`config.mk`:
```
export PLATFORM = sky130hd
export DESIGN_NAME = imu_zero_offset_calibrator
export DESIGN_NICKNAME = d
export VERILOG_FILES = /design/src/hdl/izoc_pkg.sv /design/src/hdl/imu_zero_offset_calibrator.sv /design/src/hdl/izoc_div.sv
export SDC_FILE = /design/constraint.sdc
export NUM_CORES = 2
export LEC_CHECK = 0
export BUFFER_PORTS_ARGS = -buffer_cell sky130_fd_sc_hd__buf_2
export CAP_MARGIN = 20
export CELL_PAD_IN_SITES_DETAIL_PLACEMENT = 1
export CELL_PAD_IN_SITES_GLOBAL_PLACEMENT = 2
export CORE_ASPECT_RATIO = 0.5
export CORE_MARGIN = 2
export CORE_UTILIZATION = 42
export DETAILED_ROUTE_END_ITERATION = 6
export MAX_ROUTING_LAYER = met4
export PLACE_DENSITY = 0.95
export SLEW_MARGIN = 20
export SYNTH_ARGS = -nofsm -noshare
export SYNTH_HDL_FRONTEND = slang
export SYNTH_HIERARCHICAL = 1
export SYNTH_SLANG_ARGS = --single-unit
```
`constraint.sdc`:
```
create_clock -name clk -period 14.58 [get_ports clk]
set_input_delay 2.916 -clock clk [delete_from_list [all_inputs] [get_ports clk]]
set_output_delay 2.916 -clock clk [all_outputs]
set_load 0.01 [all_outputs]
```
`src/hdl/izoc_pkg.sv`:
```
// Shared types and constants for the IMU zero offset calibrator.
package izoc_pkg;

  localparam int AXIS_W         = 16;
  localparam int SUM_W          = 25;
  localparam int PASS_W         = 10;
  localparam int ONE_G_W        = 15;
  localparam int NUM_AXES       = 3;
  localparam int APB_ADDR_W     = 3;
  localparam int APB_DATA_W     = 32;
  localparam int CAL_PASSES_DEF = 200;

  localparam logic [ONE_G_W-1:0] ONE_G_RESET = ONE_G_W'(8192);

  localparam logic REG_ACCEL_ONE_G = 1'b0;

  typedef logic signed [AXIS_W-1:0] axis_t;
  typedef logic signed [SUM_W-1:0]  sum_t;

  typedef enum logic [1:0] {
    ACT_SAMPLE    = 2'd0,
    ACT_ARM_BOTH  = 2'd1,
    ACT_ARM_GYRO  = 2'd2,
    ACT_ARM_ACCEL = 2'd3
  } action_t;

  typedef struct packed {
    action_t             action;
    logic signed [15:0]  accel_x_raw;
    logic signed [15:0]  accel_y_raw;
    logic signed [15:0]  accel_z_raw;
    logic signed [15:0]  gyro_x_raw;
    logic signed [15:0]  gyro_y_raw;
    logic signed [15:0]  gyro_z_raw;
  } sample_t;

  typedef struct packed {
    logic signed [15:0]  accel_x_fixed;
    logic signed [15:0]  accel_y_fixed;
    logic signed [15:0]  accel_z_fixed;
    logic signed [15:0]  gyro_x_fixed;
    logic signed [15:0]  gyro_y_fixed;
    logic signed [15:0]  gyro_z_fixed;
    logic                gyro_cal_done;
    logic                accel_cal_done;
    logic                cal_busy;
  } result_t;

endpackage

```
`src/hdl/imu_zero_offset_calibrator.sv`:
```
// IMU zero offset calibrator: offset removal and averaging calibration, top level.
// An accepted item's result goes to the output register, or to the skid stage while the output is stalled.
// Throughput: one item per cycle while the skid stage is empty; a skid stage keeps input ready for one stalled result.
// New offsets are divided from a snapshot register and committed in the cycle after
// the last pass; the constant divide uses one multiplier per axis.
// Synchronous active-high reset clears offsets, sums, pass count and arming, and sets accel_one_g to 8192.
module imu_zero_offset_calibrator
  import izoc_pkg::*;
#(
  parameter int CAL_PASSES = CAL_PASSES_DEF
) (
  input  logic                  clk,
  input  logic                  rst,
  input  logic                  sample_valid,
  output logic                  sample_ready,
  input  sample_t               sample,
  output logic                  result_valid,
  input  logic                  result_ready,
  output result_t               result,
  input  logic                  psel,
  input  logic                  penable,
  input  logic                  pwrite,
  input  logic [APB_ADDR_W-1:0] paddr,
  input  logic [APB_DATA_W-1:0] pwdata,
  output logic [APB_DATA_W-1:0] prdata,
  output logic                  pready
);

  logic [ONE_G_W-1:0] accel_one_g;
  axis_t              gyro_offsets [NUM_AXES];
  axis_t              accel_offsets[NUM_AXES];
  sum_t               axis_sums    [NUM_AXES];
  sum_t               snap         [NUM_AXES];
  logic [PASS_W-1:0]  pass_count;
  logic               gyro_armed;
  logic               accel_armed;
  logic               pend_gyro;
  logic               pend_accel;

  axis_t              gyro_offsets_next [NUM_AXES];
  axis_t              accel_offsets_next[NUM_AXES];
  sum_t               axis_sums_next    [NUM_AXES];
  sum_t               snap_next         [NUM_AXES];
  logic [PASS_W-1:0]  pass_count_next;
  logic               gyro_armed_next;
  logic               accel_armed_next;
  logic               pend_gyro_next;
  logic               pend_accel_next;

  result_t            skid;
  logic               skid_valid;
  result_t            item_result;

  axis_t              quot      [NUM_AXES];
  axis_t              raw_a     [NUM_AXES];
  axis_t              raw_g     [NUM_AXES];
  axis_t              fix_a     [NUM_AXES];
  axis_t              fix_g     [NUM_AXES];
  sum_t               sum_g_add [NUM_AXES];
  sum_t               sum_a_add [NUM_AXES];
  logic [PASS_W-1:0]  pass_inc;
  logic               accept;
  logic               cfg_write;
  logic               gdone;
  logic               adone;

  assign accept       = sample_valid & sample_ready;
  assign sample_ready = ~skid_valid;
  assign pready       = 1'b1;
  assign cfg_write    = psel & penable & pwrite & pready;
  assign prdata       = (paddr[2] == REG_ACCEL_ONE_G) ?
                        APB_DATA_W'(accel_one_g) : '0;

  assign raw_a[0] = sample.accel_x_raw;
  assign raw_a[1] = sample.accel_y_raw;
  assign raw_a[2] = sample.accel_z_raw;
  assign raw_g[0] = sample.gyro_x_raw;
  assign raw_g[1] = sample.gyro_y_raw;
  assign raw_g[2] = sample.gyro_z_raw;

  assign pass_inc = pass_count + PASS_W'(1);

  for (genvar i = 0; i < NUM_AXES; i++) begin : g_axis
    izoc_div #(.DIVISOR(CAL_PASSES)) u_div (
      .sum  (snap[i]),
      .quot (quot[i])
    );

    assign fix_a[i] = raw_a[i] - (pend_accel ? quot[i] : accel_offsets[i]);
    assign fix_g[i] = raw_g[i] - (pend_gyro  ? quot[i] : gyro_offsets[i]);

    // running sums use the stored offsets: no pass that adds follows a pending commit
    assign sum_g_add[i] = axis_sums[i] + SUM_W'(axis_t'(raw_g[i] - gyro_offsets[i]));
    if (i == NUM_AXES - 1) begin : g_z
      assign sum_a_add[i] = axis_sums[i] + SUM_W'(axis_t'(raw_a[i] - accel_offsets[i]))
                            - sum_t'({1'b0, accel_one_g});
    end else begin : g_xy
      assign sum_a_add[i] = axis_sums[i] + SUM_W'(axis_t'(raw_a[i] - accel_offsets[i]));
    end
  end

  always_comb begin
    gyro_armed_next  = gyro_armed;
    accel_armed_next = accel_armed;
    pass_count_next  = pass_count;
    pend_gyro_next   = 1'b0;
    pend_accel_next  = 1'b0;
    gdone            = 1'b0;
    adone            = 1'b0;
    for (int i = 0; i < NUM_AXES; i++) begin
      gyro_offsets_next[i]  = pend_gyro  ? quot[i] : gyro_offsets[i];
      accel_offsets_next[i] = pend_accel ? quot[i] : accel_offsets[i];
      axis_sums_next[i]     = axis_sums[i];
      snap_next[i]          = snap[i];
    end

    unique case (sample.action)
      ACT_ARM_BOTH: begin
        if (!gyro_armed_next) begin
          gyro_armed_next = 1'b1;
          pass_count_next = '0;
        end
        accel_armed_next = 1'b1;
      end
      ACT_ARM_GYRO: begin
        if (!gyro_armed_next) begin
          gyro_armed_next = 1'b1;
          pass_count_next = '0;
        end
      end
      ACT_ARM_ACCEL: accel_armed_next = 1'b1;
      default: ;
    endcase

    if (gyro_armed_next) begin
      if (pass_count_next == '0) begin
        for (int i = 0; i < NUM_AXES; i++) begin
          axis_sums_next[i]    = '0;
          gyro_offsets_next[i] = '0;
        end
        pass_count_next = PASS_W'(1);
      end else begin
        for (int i = 0; i < NUM_AXES; i++) begin
          axis_sums_next[i] = sum_g_add[i];
        end
        pass_count_next = pass_inc;
        if (pass_inc == PASS_W'(CAL_PASSES)) begin
          for (int i = 0; i < NUM_AXES; i++) begin
            snap_next[i] = sum_g_add[i];
          end
          pend_gyro_next   = 1'b1;
          pass_count_next  = '0;
          gyro_armed_next  = 1'b0;
          accel_armed_next = 1'b1;
          gdone            = 1'b1;
        end
      end
    end

    if (accel_armed_next && !gyro_armed_next) begin
      if (pass_count_next == '0) begin
        for (int i = 0; i < NUM_AXES; i++) begin
          axis_sums_next[i]     = '0;
          accel_offsets_next[i] = '0;
        end
        pass_count_next = PASS_W'(1);
      end else begin
        for (int i = 0; i < NUM_AXES; i++) begin
          axis_sums_next[i] = sum_a_add[i];
        end
        pass_count_next = pass_inc;
        if (pass_inc == PASS_W'(CAL_PASSES)) begin
          for (int i = 0; i < NUM_AXES; i++) begin
            snap_next[i] = sum_a_add[i];
          end
          pend_accel_next  = 1'b1;
          pass_count_next  = '0;
          accel_armed_next = 1'b0;
          adone            = 1'b1;
        end
      end
    end

    item_result.accel_x_fixed  = fix_a[0];
    item_result.accel_y_fixed  = fix_a[1];
    item_result.accel_z_fixed  = fix_a[2];
    item_result.gyro_x_fixed   = fix_g[0];
    item_result.gyro_y_fixed   = fix_g[1];
    item_result.gyro_z_fixed   = fix_g[2];
    item_result.gyro_cal_done  = gdone;
    item_result.accel_cal_done = adone;
    item_result.cal_busy       = gyro_armed_next | accel_armed_next;
  end

  always_ff @(posedge clk) begin
    if (rst) begin
      accel_one_g <= ONE_G_RESET;
      pass_count  <= '0;
      gyro_armed  <= 1'b0;
      accel_armed <= 1'b0;
      pend_gyro   <= 1'b0;
      pend_accel  <= 1'b0;
      for (int i = 0; i < NUM_AXES; i++) begin
        gyro_offsets[i]  <= '0;
        accel_offsets[i] <= '0;
        axis_sums[i]     <= '0;
      end
    end else begin
      if (cfg_write && paddr[2] == REG_ACCEL_ONE_G) begin
        accel_one_g <= pwdata[ONE_G_W-1:0];
      end
      if (accept) begin
        pass_count  <= pass_count_next;
        gyro_armed  <= gyro_armed_next;
        accel_armed <= accel_armed_next;
        pend_gyro   <= pend_gyro_next;
        pend_accel  <= pend_accel_next;
        for (int i = 0; i < NUM_AXES; i++) begin
          gyro_offsets[i]  <= gyro_offsets_next[i];
          accel_offsets[i] <= accel_offsets_next[i];
          axis_sums[i]     <= axis_sums_next[i];
        end
      end else begin
        pend_gyro  <= 1'b0;
        pend_accel <= 1'b0;
        for (int i = 0; i < NUM_AXES; i++) begin
          if (pend_gyro) begin
            gyro_offsets[i] <= quot[i];
          end
          if (pend_accel) begin
            accel_offsets[i] <= quot[i];
          end
        end
      end
    end
  end

  always_ff @(posedge clk) begin
    if (accept) begin
      for (int i = 0; i < NUM_AXES; i++) begin
        snap[i] <= snap_next[i];
      end
    end
  end

  always_ff @(posedge clk) begin
    if (rst) begin
      result_valid <= 1'b0;
      skid_valid   <= 1'b0;
    end else begin
      if (!result_valid || result_ready) begin
        result_valid <= skid_valid | accept;
        skid_valid   <= 1'b0;
      end else if (accept) begin
        skid_valid <= 1'b1;
      end
    end
  end

  always_ff @(posedge clk) begin
    if (!result_valid || result_ready) begin
      result <= skid_valid ? skid : item_result;
    end else if (accept) begin
      skid <= item_result;
    end
  end

`ifndef SYNTHESIS
  a_done_exclusive: assert property (@(posedge clk) disable iff (rst)
    result_valid |-> !(result.gyro_cal_done && result.accel_cal_done))
    else $error("gyro and accel calibration finished in one item");

  a_pend_exclusive: assert property (@(posedge clk) disable iff (rst)
    !(pend_gyro && pend_accel))
    else $error("two offset commits pending at once");

  a_skid_behind_result: assert property (@(posedge clk) disable iff (rst)
    skid_valid |-> result_valid)
    else $error("skid stage holds an item while the result register is empty");

  a_gyro_done_arms_accel: assert property (@(posedge clk) disable iff (rst)
    accept && gdone |=> accel_armed && !gyro_armed)
    else $error("finished gyro calibration did not hand over to accel");
`endif

endmodule

```
`src/hdl/izoc_div.sv`:
```
// Signed sum divided by a constant pass count, truncating toward zero.
module izoc_div
  import izoc_pkg::*;
#(
  parameter int DIVISOR = CAL_PASSES_DEF
) (
  input  sum_t  sum,
  output axis_t quot
);

  localparam int DIV_L   = $clog2(DIVISOR);
  localparam int RECIP_W = SUM_W + 1;
  localparam int SHIFT   = SUM_W + DIV_L;
  localparam int PROD_W  = SUM_W + RECIP_W;
  localparam logic [63:0] RECIP_FULL = ((64'd1 << SHIFT) / 64'(DIVISOR)) + 64'd1;
  localparam logic [RECIP_W-1:0] RECIP = RECIP_FULL[RECIP_W-1:0];

  logic              neg;
  logic [SUM_W-1:0]  mag;
  logic [PROD_W-1:0] prod;
  logic [AXIS_W-1:0] qmag;

  assign neg  = sum[SUM_W-1];
  assign mag  = neg ? SUM_W'(-sum) : SUM_W'(sum);
  assign prod = PROD_W'(mag) * PROD_W'(RECIP);
  assign qmag = prod[SHIFT +: AXIS_W];
  assign quot = neg ? axis_t'(-qmag) : axis_t'(qmag);

endmodule
```
After elaboration in Yosys (flattened, before gate mapping)
Memories as Yosys holds them, arrays and structs flattened.
Index checks and enable logic that the tools add are counted.
{"block": "word_totals", "ram_bits": 246, "n_memories": 4, "elab_cells": 179, "ff_bits": 229, "out_inout_bits": 134}
{"block": "classes", "n_mux": 80, "n_reduce_logical": 12, "n_addsub": 26, "multipliers": 3, "eq_ne": 4, "n_bitwise": 24}
{"memory": "axis_sums", "words": 3, "word_bits": 25, "read_ports": 3, "rd_clocked_by_memory_dff": 0, "wr": 3, "line_no": "imu_zero_offset_calibrator.sv:32", "source": "sum_t axis_sums [NUM_AXES];"}
{"memory": "snap", "words": 3, "word_bits": 25, "read_ports": 3, "rd_clocked_by_memory_dff": 0, "wr": 3, "line_no": "imu_zero_offset_calibrator.sv:33", "source": "sum_t snap [NUM_AXES];"}
{"memory": "accel_offsets", "words": 3, "word_bits": 16, "read_ports": 3, "rd_clocked_by_memory_dff": 0, "wr": 3, "line_no": "imu_zero_offset_calibrator.sv:31", "source": "axis_t accel_offsets[NUM_AXES];"}
{"memory": "gyro_offsets", "words": 3, "word_bits": 16, "read_ports": 3, "rd_clocked_by_memory_dff": 0, "wr": 3, "line_no": "imu_zero_offset_calibrator.sv:30", "source": "axis_t gyro_offsets [NUM_AXES];"}
{"cell": "75-bit two-way mux", "n": 10}
{"cell": "16-bit two-way mux", "n": 21}
{"cell": "48-bit two-way mux", "n": 4}
{"cell": "16-bit subtractor", "n": 12}
{"cell": "25-bit by 16-bit adder with 25-bit output", "n": 6}
{"cell": "25-bit two-way mux", "n": 6}
{"cell": "25-bit by 26-bit multiplier with 49-bit output, second input constant", "n": 3}
{"cell": "99-bit two-way mux", "n": 1}
{"cell": "25-bit negator", "n": 3}
{"cell": "10-bit two-way mux", "n": 7}
{"cell": "16-bit negator", "n": 3}
{"cell": "1-bit two-way mux", "n": 30}
{"cell": "25-bit by 16-bit subtractor with 25-bit output", "n": 1}
{"cell": "10-bit zero test", "n": 2}
{"cell": "1-bit OR", "n": 17}
{"cell": "15-bit two-way mux", "n": 1}
{"cell": "10-bit by 1-bit adder with 10-bit output, second input constant", "n": 1}
{"cell": "10-bit by 8-bit == test with 1-bit output, second input constant", "n": 1}
{"cell": "2-bit OR reduction", "n": 4}
{"cell": "2-bit == test, second input constant", "n": 2}
{"cell": "1-bit NOT", "n": 4}
{"cell": "1-bit AND", "n": 3}
{"cell": "2-bit by 1-bit == test with 1-bit output, second input constant", "n": 1}
{"cell": "1-bit logical AND", "n": 2}
{"cell": "3 further kinds", "n": 4}

Logic depth before layout (Yosys ltp)
{"block": "depth", "ltp_word": 11, "ltp_mapped": 46, "mapped_depth_nobuf": 46}

Hierarchy
The synthesis kept the hierarchy.
{"module": "imu_zero_offset_calibrator", "instances": 1, "area_each_um2": 36138.4, "cells_per_inst": 3859, "seq_area_each_um2": 13953.4}
{"module": "izoc_div (g_axis[1].u_div)", "instances": 1, "area_each_um2": 11146.9, "cells_per_inst": 1190, "seq_area_each_um2": 0.0}
{"module": "izoc_div (g_axis[2].u_div)", "instances": 1, "area_each_um2": 11116.9, "cells_per_inst": 1196, "seq_area_each_um2": 0.0}
{"module": "izoc_div (g_axis[0].u_div)", "instances": 1, "area_each_um2": 11018.1, "cells_per_inst": 1188, "seq_area_each_um2": 0.0}

Least setup slack after synthesis
Ideal clock, no wire load.
{"block": "synth_timing", "kind": "register to register", "from": "memory snap[0][50] (netlist name)", "to": "register result[66] (netlist name) (data pin)", "synth_period_minus_slack_ns": 11.111, "path_buffers": 1, "required_ns": 14.320, "arrival_ns": 10.851, "path_slack_ns": 3.469, "stages_incl_launch_ff": 39, "cell_sequence": "edfxtp_1 > inv_1 > ha_1 > nand2_1 > or4_1 > or4_1 > or2_2 > o41ai_1 > xnor2_1 > inv_1 > ha_1 > xor2_1 > fa_1 > fa_1 > inv_1 > fa_1 > fa_1 > fa_1 > [... 3 more ...] > nor4_1 > nand4_1 > a221oi_2 > nor2_1 > xor2_1 > ha_1 > or3b_2 > clkbuf_1 > o41ai_1 > xnor2_1 > mux2i_1 > ha_1 > or3_1 > a311o_1 > a311o_1 > a21oi_1 > xnor2_1 > mux2_2"}
{"element": "from (decl)", "line_no": "imu_zero_offset_calibrator.sv:33"}
{"element": "to (signal assigned)", "line_no": "imu_zero_offset_calibrator.sv:262", "source": "result <= skid_valid ? skid : item_result;"}
{"element": "to (decl)", "line_no": "imu_zero_offset_calibrator.sv:19", "source": "output result_t result,"}

==> results.toml <==
[worst_setup_path]
critPathLaunchType = "flip-flop"
arrival_ns = 14.09
endpoint_kind = "flip-flop"
path_class = "reg -> reg"
critPathLaunch = "snap[0][50]"
r2r_start = "snap[0][50]"
slowest_stage = "xnor2_1"
cp_common_cell = "fa_1"
ff2ff_path_depth = 40
cp.required_ns = 15.02
path_max_fanout = 7
cp-endpoint = "result[65]"
max_stage_delay_ns = 0.76
reg2reg_slack_ns = 0.94
r2r-end = "result[65]"

[synth]
synth_seq_area_share = 0.201
ys_ff_latch = 475
ys_types = 111
synth_edf_count = 444
syn_area_um2 = 69400
synth_area_leader_cell = "ha_1"
async_reset_ff_frac = 0
avgSynthCellArea_um2 = 9.34
synth_top_cell_area_share = 0.196
synthCells = 7433
synth_ff_type = "edfxtp_1"
ys_warn_count = 6
netlist_top_cells_area = "ha_1 (20%), fa_1 (19%), edfxtp_1 (19%), inv_1 (7.2%), xnor2_1 (4.2%)"

[clock_network]
cts_sinks = 475
cts_made_buffers = 56
cts_tree = "built"
post-cts-setup-buffer-count = 0
hold_buffers = 0
clockRootBuffer = "clkbuf_16"
postCtsResizedCells = 0
clockBufferDepth = 3
clkTransAtPathRegs_ns = 0.06
clk_latency_ns = 0.65
cts_htree_levels = 2

[sta]
final.min_clock_period_ns = 13.64
final_hold_viol_count = 0
finalSetupTns_ns = 0
finalCritPeriodShare = 0.936
slew_headroom = 0.233
worst_clock_skew_ns = 0.0427
tightest_slew_ns = 1.14
rsz0062_at_grt = "false"
fmax_ghz = 0.0733
setup_viol = 0
slew_viol_final = 0

[route]
route.antenna.remaining_nets = 0
drc_errors = 0
vias = 55729
drt-vias-per-instance = 5.61
wl_um = 225000
wl_per_cell_um = 22.7
drtPass1Iterations = 5
drt-initial-drc-count = 3569

[outcome]
status = "complete, no violations"

[grt]
gr-usage-all-layers = 0.276
grt_max_degree = 69
grt_pass1_wl_um = 351000
grt_pass1_vias = 60558
grt-ovfl-total = 0
antenna_found_initial = 9

[floorplanning]
die_width_um = 579
core_um2 = 164000
rows = 105
die_h_um = 291
pin_count = 274
start_util = 0.423
dieArea_um2 = 169000

[finish]
post-route-util = 0.461
nets = 9579
syn_to_final_growth_pct = 8.87
drive_gt1_frac = 0.0763

[placed_design]
hpwl_um = 188000
place_congestion = 0.952
port_buffers = 236

[min_path]
hold_path.class = "reg -> reg"

[run]
drv_cap = 0
==> cell families (layout without fill, tap and decap cells) <==
| kind of cell | after synthesis | in the layout | share of synthesized area |
|---|---|---|---|
| buffers and inverters | 1504 | 1780 | 0.0825 |
| muxes | 173 | 173 | 0.0258 |
| DFF | 475 | 475 | 0.201 |
| AOI/OAI and AO/OA | 1453 | 1453 | 0.134 |
| other | 5 | 29 | 0.000270 |
| xor gates and xnor gates | 456 | 456 | 0.0590 |
| adders and majority gates | 1757 | 1757 | 0.389 |
| and+or+nand+nor | 1610 | 1610 | 0.109 |
==> worst max-delay path, delay by kind of cell, from the launching register on <==
family	cells	cell delay (ns)
adder cells (fa/ha/maj)	11	4.55
AO/OA/AOI/OAI	11	3.23
AND/OR/NAND/NOR	10	2.65
XOR/XNOR	4	1.86
buffers and inverters	3	0.48
flip-flops	1	0.38
multiplexers	1	0.25
==> state kept, by name, summed over array words and instances (netlist names) <==
register	cells
gyro_armed	1
accel_offsets	48
accel_armed	1
skid	99
pass_count	10
accel_one_g	15
result_valid	1
skid_valid	1
axis_sums	75
gyro_offsets	48
pend_accel	1
result	99
snap	75
pend_gyro	1
==> Yosys cell counts, types with 56 or more instances <==
library cell / number
fa_1: 668
nor2_1: 471
nor2b_1: 71
o31ai_1: 56
xor2_1: 117
inv_1: 1338
nand3_1: 82
nand2_1: 546
mux2i_1: 125
xnor2_1: 330
ha_1: 1089
a21oi_1: 412
edfxtp_1: 444
a21o_1: 84
clkbuf_1: 118
nor3_1: 102
o21ai_0: 379
==> per-layer routing <==
metal  GRT usage  share of wire  routed length [um]
met4       0.101          0.042                9350
met5           -              0                   0
met2       0.464           0.48              109000
met3      0.0210          0.044                9800
met1       0.347           0.43               96700
==> how the worst min path moves through the flow <==
stage               startpoint              end  slack (ns)  cells past startpoint
2_1_floorplan  accel_one_g[10]  accel_one_g[10]        0.44                      2
3_3_place_gp    accel_one_g[4]   accel_one_g[4]        0.44                      2
3_5_place_dp   accel_one_g[14]  accel_one_g[14]        0.45                      2
4_1_cts        accel_one_g[14]  accel_one_g[14]        0.46                      2
5_1_grt         accel_one_g[6]   accel_one_g[6]        0.49                      2
6_report       accel_one_g[14]  accel_one_g[14]        0.45                      2
==> cell usage in the layout, fill, tap and decap left out, drive strengths merged, types with 19 or more instances in the layout <==
master  synthesis  final
inv          1341   1344
ha           1089   1089
fa            668    668
nand2         546    546
nor2          473    473
edfxtp        444    444
a21oi         417    417
o21ai         386    386
xnor2         334    334
buf            43    333
mux2i         125    125
xor2          120    120
nor3          104    104
a21o           84     84
nand3          83     83
nor2b          71     71
clkbuf        118     66
o31ai          61     61
and3           54     54
o21a           51     51
mux2           48     48
nand4          46     46
or3            46     46
o21bai         43     43
nand2b         43     43
a22oi          42     42
a211oi         40     40
a21boi         37     37
a31oi          35     35
o211ai         35     35
dfxtp          31     31
and2           28     28
or2            25     25
conb            5     24
or4            23     23
o22ai          21     21
nor4           20     20
o41ai          20     20
clkinv          2     19
==> final cells by class <==
class / instances / area [um2]
inverters: 1343 / 5040
clock buffers: 66 / 1510
diodes: 5 / 12.5
flip-flops and latches: 475 / 14000
clock inverters: 38 / 485
well taps: 2193 / 2740
repair buffers: 333 / 1910
multi-input cells: 5473 / 49900
fillers: 19002 / 88500
==> metrics by stage <==
stage,worst slack [ns],hold WS (ns),cells,instance area [um2]
3_5_place_dp,1.29,0.448,9817,73600
3_3_place_gp,1.52,0.442,9817,73600
4_1_cts,1.22,0.456,9921,75600
5_1_grt,0.350,0.486,9925,75600
6_report,0.938,0.455,9926,75600
2_1_floorplan,3.47,0.436,7452,69500
Power is not shown: default switching activity piles up to over one toggle a cycle in this logic, so the estimate is an artifact.
